`src/sv/psm_pkg.sv`:
```
// ----------------------------------------------------------------------------
// psm_pkg - shared types and constants of the polyphonic sample mixer
// Field widths, voice pool size, mix arithmetic constants, controller
// states and the command/status bundles between controller and datapath.
// ----------------------------------------------------------------------------
package psm_pkg;

  localparam int VOICES       = 8;
  localparam int VIDX_W       = (VOICES > 1) ? $clog2(VOICES) : 1;
  localparam int MEMORY_WORDS = 65536;
  localparam int MEM_AW       = $clog2(MEMORY_WORDS);

  localparam int KIND_W  = 2;
  localparam int ADDR_W  = 16;
  localparam int WORD_W  = 16;
  localparam int ID_W    = 8;
  localparam int LEN_W   = 17;
  localparam int GAIN_W  = 16;
  localparam int ACT_W   = 4;

  localparam int IN_DATA_W  = 80;
  localparam int OUT_DATA_W = 32;

  // mix arithmetic: word (Q1.15) * gain (Q4.12) gives units of 2^-27
  localparam int PROD_W    = WORD_W + GAIN_W + 1;
  localparam int ACC_W     = PROD_W + $clog2(VOICES) + 1;
  localparam int SUM_FRAC  = 27;
  localparam int UNITY_SUM = 134217728;
  localparam int CLAMP_W   = SUM_FRAC + 2;
  localparam int SCALE_W   = 16;
  localparam int OUT_SCALE = 32767;
  localparam int MIX_W     = CLAMP_W + SCALE_W;

  // RAM read, product and accumulate stages behind the last voice read
  localparam int DRAIN_CYCLES = 2;

  typedef enum logic [KIND_W-1:0] {
    KIND_LOAD = 2'd0,
    KIND_TRIG = 2'd1,
    KIND_TICK = 2'd2
  } psm_kind_t;

  typedef enum logic [3:0] {
    ST_IDLE,
    ST_LOAD,
    ST_SCAN,
    ST_TRIG_SET,
    ST_TICK_RD,
    ST_DRAIN,
    ST_CLAMP,
    ST_SCALE,
    ST_RESULT
  } psm_state_t;

  typedef struct packed {
    logic              capture;
    logic              mem_wr;
    logic              tick_issue;
    logic              scan;
    logic              scan_first;
    logic              trig_set;
    logic              fin_clamp;
    logic              fin_scale;
    logic              res_load;
    logic [VIDX_W-1:0] vidx;
  } psm_cmd_t;

  typedef struct packed {
    logic out_free;
  } psm_sts_t;

endpackage

```
`src/sv/psm_ctrl.sv`:
```
// ----------------------------------------------------------------------------
// psm_ctrl - sequencer of the sample mixer
// Steps load, trigger scan/commit and tick read/drain/clamp/scale,
// and hands each result to the output register.
// ----------------------------------------------------------------------------
module psm_ctrl (
  input  logic                                clk,
  input  logic                                rst_n,
  input  logic                                in_tvalid,
  input  logic [psm_pkg::KIND_W-1:0]          in_tuser,
  output logic                                in_tready,
  output psm_pkg::psm_cmd_t                   cmd,
  input  psm_pkg::psm_sts_t                   sts
);

  localparam logic [psm_pkg::VIDX_W-1:0] LAST_VOICE =
    psm_pkg::VIDX_W'(psm_pkg::VOICES - 1);
  localparam logic [psm_pkg::VIDX_W-1:0] LAST_DRAIN =
    psm_pkg::VIDX_W'(psm_pkg::DRAIN_CYCLES - 1);

  psm_pkg::psm_state_t       state_r, state_nxt;
  logic [psm_pkg::VIDX_W-1:0] cnt_r, cnt_nxt;
  logic                       accept;

  assign accept = in_tvalid && (state_r == psm_pkg::ST_IDLE);

  always_ff @(posedge clk) begin
    if (!rst_n) begin
      state_r <= psm_pkg::ST_IDLE;
      cnt_r   <= '0;
    end else begin
      state_r <= state_nxt;
      cnt_r   <= cnt_nxt;
    end
  end

  // next state
  always_comb begin
    state_nxt = state_r;
    cnt_nxt   = cnt_r;
    unique case (state_r)
      psm_pkg::ST_IDLE: begin
        cnt_nxt = '0;
        if (accept) begin
          unique case (psm_pkg::psm_kind_t'(in_tuser))
            psm_pkg::KIND_LOAD: state_nxt = psm_pkg::ST_LOAD;
            psm_pkg::KIND_TRIG: state_nxt = psm_pkg::ST_SCAN;
            psm_pkg::KIND_TICK: state_nxt = psm_pkg::ST_TICK_RD;
            default:            state_nxt = psm_pkg::ST_RESULT;
          endcase
        end
      end
      psm_pkg::ST_LOAD: begin
        state_nxt = psm_pkg::ST_RESULT;
      end
      psm_pkg::ST_SCAN: begin
        cnt_nxt = cnt_r + 1'b1;
        if (cnt_r == LAST_VOICE) begin
          cnt_nxt   = '0;
          state_nxt = psm_pkg::ST_TRIG_SET;
        end
      end
      psm_pkg::ST_TRIG_SET: begin
        state_nxt = psm_pkg::ST_RESULT;
      end
      psm_pkg::ST_TICK_RD: begin
        cnt_nxt = cnt_r + 1'b1;
        if (cnt_r == LAST_VOICE) begin
          cnt_nxt   = '0;
          state_nxt = psm_pkg::ST_DRAIN;
        end
      end
      psm_pkg::ST_DRAIN: begin
        cnt_nxt = cnt_r + 1'b1;
        if (cnt_r == LAST_DRAIN) begin
          cnt_nxt   = '0;
          state_nxt = psm_pkg::ST_CLAMP;
        end
      end
      psm_pkg::ST_CLAMP: begin
        state_nxt = psm_pkg::ST_SCALE;
      end
      psm_pkg::ST_SCALE: begin
        state_nxt = psm_pkg::ST_RESULT;
      end
      psm_pkg::ST_RESULT: begin
        if (sts.out_free) begin
          state_nxt = psm_pkg::ST_IDLE;
        end
      end
      default: begin
        state_nxt = psm_pkg::ST_IDLE;
        cnt_nxt   = '0;
      end
    endcase
  end

  // outputs
  always_comb begin
    in_tready      = (state_r == psm_pkg::ST_IDLE);
    cmd            = '0;
    cmd.vidx       = cnt_r;
    cmd.capture    = accept;
    cmd.mem_wr     = (state_r == psm_pkg::ST_LOAD);
    cmd.scan       = (state_r == psm_pkg::ST_SCAN);
    cmd.scan_first = (state_r == psm_pkg::ST_SCAN) && (cnt_r == '0);
    cmd.trig_set   = (state_r == psm_pkg::ST_TRIG_SET);
    cmd.tick_issue = (state_r == psm_pkg::ST_TICK_RD);
    cmd.fin_clamp  = (state_r == psm_pkg::ST_CLAMP);
    cmd.fin_scale  = (state_r == psm_pkg::ST_SCALE);
    cmd.res_load   = (state_r == psm_pkg::ST_RESULT) && sts.out_free;
  end

endmodule

```
`config.mk`:
```
export PLATFORM = sky130hd
export DESIGN_NAME = psm_ctrl
export DESIGN_NICKNAME = d
export VERILOG_FILES = /design/src/sv/psm_pkg.sv /design/src/sv/psm_ctrl.sv
export SDC_FILE = /design/constraint.sdc
export NUM_CORES = 1
export LEC_CHECK = 0
export ABC_AREA = 1
export ABC_CLOCK_PERIOD_IN_PS = 1470
export BUFFER_PORTS_ARGS = -buffer_cell sky130_fd_sc_hd__buf_2
export CAP_MARGIN = 20
export CORE_MARGIN = 2
export CORE_UTILIZATION = 49
export CTS_CLUSTER_SIZE = 28
export DETAILED_ROUTE_END_ITERATION = 10
export PLACE_DENSITY = 0.72
export SYNTH_ARGS = -nofsm -noshare
export SYNTH_HDL_FRONTEND = slang
export SYNTH_SLANG_ARGS = --single-unit
```
`constraint.sdc`:
```
create_clock -name clk -period 1.47 [get_ports clk]
set_input_delay 0.2205 -clock clk [delete_from_list [all_inputs] [get_ports clk]]
set_output_delay 0.2205 -clock clk [all_outputs]
set_load 0.005 [all_outputs]
```
==> flow_metrics.env <==
export IMPL_timing_setup_critical_path_class="register to register"
export IMPL_row_count=13
export IMPL_finalMaxSlewViolations=0
export IMPL_timing_hold_ws_ns=0.221
export IMPL_dpl_hpwl_um=1160
export IMPL_post_route_drc_count=0
export IMPL_grt_pass1_wl_um=2190
export IMPL_h_tree_depth=1
export IMPL_path_max_fanout=7
export IMPL_grt_pass1_vias=559
export IMPL_ctsRootBufferMaster="clkbuf_4"
export IMPL_cts_path_max_buffers=2
export IMPL_grt_start_max_net_pins=8
export IMPL_clk_pin_slew_ns=0.06
export IMPL_track_usage_pct=19.8
export IMPL_number_of_different_library_cells_in_the_post_synthesis_netlist=21
export IMPL_worst_endpoint_required_ns=1.62
export IMPL_dr_first_iter_drc_count=14
export IMPL_drv_max_cap_violation_count=0
export IMPL_die_area_mm2=0.00163
export IMPL_worst_slew_pin_slew_ns=0.185
export IMPL_layout_cells_most_common="nand2_1"
export IMPL_totalNegativeSetupSlack_ns=0
export IMPL_synth_net_count=115
export IMPL_synth_edff_count=0
export IMPL_finalWeightedCongestion=0.743
export IMPL_synth_ff_latch_count=7
export IMPL_fill_cells=118
export IMPL_clock_insertion_delay_worst_skew_ns=0.26
export IMPL_synth_avg_cell_area_um2=6.22
export IMPL_setup_repair_after_global_routing_missed_its_margin="true"
export IMPL_worstSetupEndpointType="register"
export IMPL_first_pass_iters=4
export IMPL_critical_path_arrival_ns=1.54
export IMPL_leakagePower_nw=0.459
export IMPL_final_cell_mix="24 x nand2_1, 18 x buf_2, 14 x inv_1"
export IMPL_fp_dieH_um=40.3
export IMPL_initial_utilization_pct=51.0
export IMPL_crit_reg2reg_launch="cnt_r[0]$_SDFFE_PN0N_"
export IMPL_critical_path_startpoint_type="register"
export IMPL_tritoncts_num_sinks=7
export IMPL_cts_tree="built"
export IMPL_num_vias=690
export IMPL_yosysSeqAreaShare_pct=21.7
export IMPL_finish_net_count=138
export IMPL_period_minus_slack_ns=1.39
export IMPL_irDropWorstVdd_mv=1.21
export IMPL_cts_buffers=3
export IMPL_port_buffer_count=18
export IMPL_timing_fmax_ghz=0.722
export IMPL_min_path_type="primary input to register"
export IMPL_ys_async_sr_fraction_pct=0
export IMPL_route_final_wire_length_um=1520
export IMPL_hold_path_startpoint="rst_n"
export IMPL_detail_route_vias_per_cell=4.89
export IMPL_antenna_found_initial=0
export IMPL_multi_input_area_um2=443
export IMPL_die_w_um=40.3
export IMPL_area_growth_pct=27.9
export IMPL_total_congestion_overflow_after_global_routing=0
export IMPL_crit_start="cnt_r[0]$_SDFFE_PN0N_"
export IMPL_power_density_mw_per_mm2=1830
export IMPL_final_min_period_over_clock_period_pct=94.2
export IMPL_antenna_left=0
export IMPL_ys_flop_type="dfxtp_1"
export IMPL_outcome="completed"
export IMPL_final_hold_violation_count=0
export IMPL_yosys_warnings=0
export IMPL_layout_drive_gt1_share_pct=38.9
export IMPL_core_area_mm2=0.00127
export IMPL_antenna_cells_inserted=0
export IMPL_floorplan_io_pins=19
export IMPL_register_area_um2=155
export IMPL_mappedNetlistArea_um2=647
export IMPL_slew_headroom_pct=87.6
export IMPL_finalClockSkew_ns=0.00308
export IMPL_post_drt_wl_per_cell_um=10.7
export IMPL_setup_viol_count_final=0
export IMPL_postSynthCellCount=104
## metal layers
layer | GRT usage (%) | vias up | part of all wire (%)
met5 | 0 | - | 0
met3 | 1.67 | 2 | 2.6
met4 | 7.50 | 0 | 0.40
met2 | 30.2 | 10 | 47
met1 | 28.6 | 305 | 50
li1 | - | 373 | -
## per-stage QoR
| stage | util [%] | power, mW | instance area, um^2 | worst slack, ns | instances |
|---|---|---|---|---|---|
| detailed placement | 59.0 | 1.22 | 748 | 0.0622 | 136 |
| global route | 65.2 | 1.65 | 827 | -0.0278 | 141 |
| floorplan | - | 0.995 | 647 | 0.159 | 104 |
| global placement | 59.0 | 1.20 | 748 | 0.125 | 136 |
| finish | 65.2 | 1.51 | 827 | 0.0846 | 141 |
| CTS | 61.8 | 1.43 | 785 | 0.00197 | 140 |
## layout make-up
type                            count  area share (%)
Clock buffer                        3            2.72
Multi-Input combinational cell     77            53.6
Clock inverter                      1           0.605
Sequential cell                     7            18.8
Tap cell                           15            2.27
Timing Repair Buffer               19            13.3
Inverter                           19            8.77
## state kept, by name (all words and copies together), names as in the netlist
register  flops
state_r       4
cnt_r         3
## worst max-delay path: stages, from the launching register on
cell,delay (ns)
dfxtp_2,0.37
ha_1,0.15
ha_1,0.13
inv_1,0.07
nand3_1,0.10
nand2_2,0.07
nor2_4,0.16
nand3_1,0.10
nand2_1,0.08
nor2_1,0.04
## where the power goes
| group | leakage (nW) | switching, mW | total [mW] | internal [mW] |
|---|---|---|---|---|
| Sequential | 0.0606 | 0.117 | 0.387 | 0.270 |
| Combinational | 0.381 | 0.559 | 0.935 | 0.376 |
| Clock | 0.0177 | 0.0896 | 0.190 | 0.100 |
## path summary, 6_finish.rpt
kind / to / slack (ns) / depth (start not counted)
setup / recovery: state_r[1]$_SDFFE_PN0P_ / 0.08 / 9
hold / removal: state_r[2]$_SDFFE_PN0P_ / 0.22 / 3
setup reg to reg: state_r[1]$_SDFFE_PN0P_ / 0.08 / 9
hold reg to reg: cnt_r[2]$_SDFFE_PN0N_ / 0.51 / 2
## what timing repair did
action                     4_1_cts  5_1_grt
buffers inserted                 0        1
hold buffers                     0        0
pin swaps                        0        2
gates resized for setup          4        9
setup endpoints to repair        7       10
## Yosys cell counts (all sizes together) (2+ instances only)
cell type / instances / area [um^2]
nand2: 27 / 114
nor2: 19 / 96.3
inv: 18 / 67.6
nand3: 9 / 60.1
a21oi: 8 / 43.8
dfxtp: 7 / 140
ha: 5 / 62.6
o21ai: 4 / 20.0
nor3: 2 / 10.0
## cells by family (layout without fill, tap and decap cells)
group | Yosys count | after routing | synth area share, %
simple gates | 58 | 58 | 44.3
buf+inv | 20 | 42 | 12.4
compound gates | 14 | 14 | 12.0
flops | 7 | 7 | 21.7
fa+ha+maj | 5 | 5 | 9.67
Note: power is estimated with default switching activity, not from simulation.
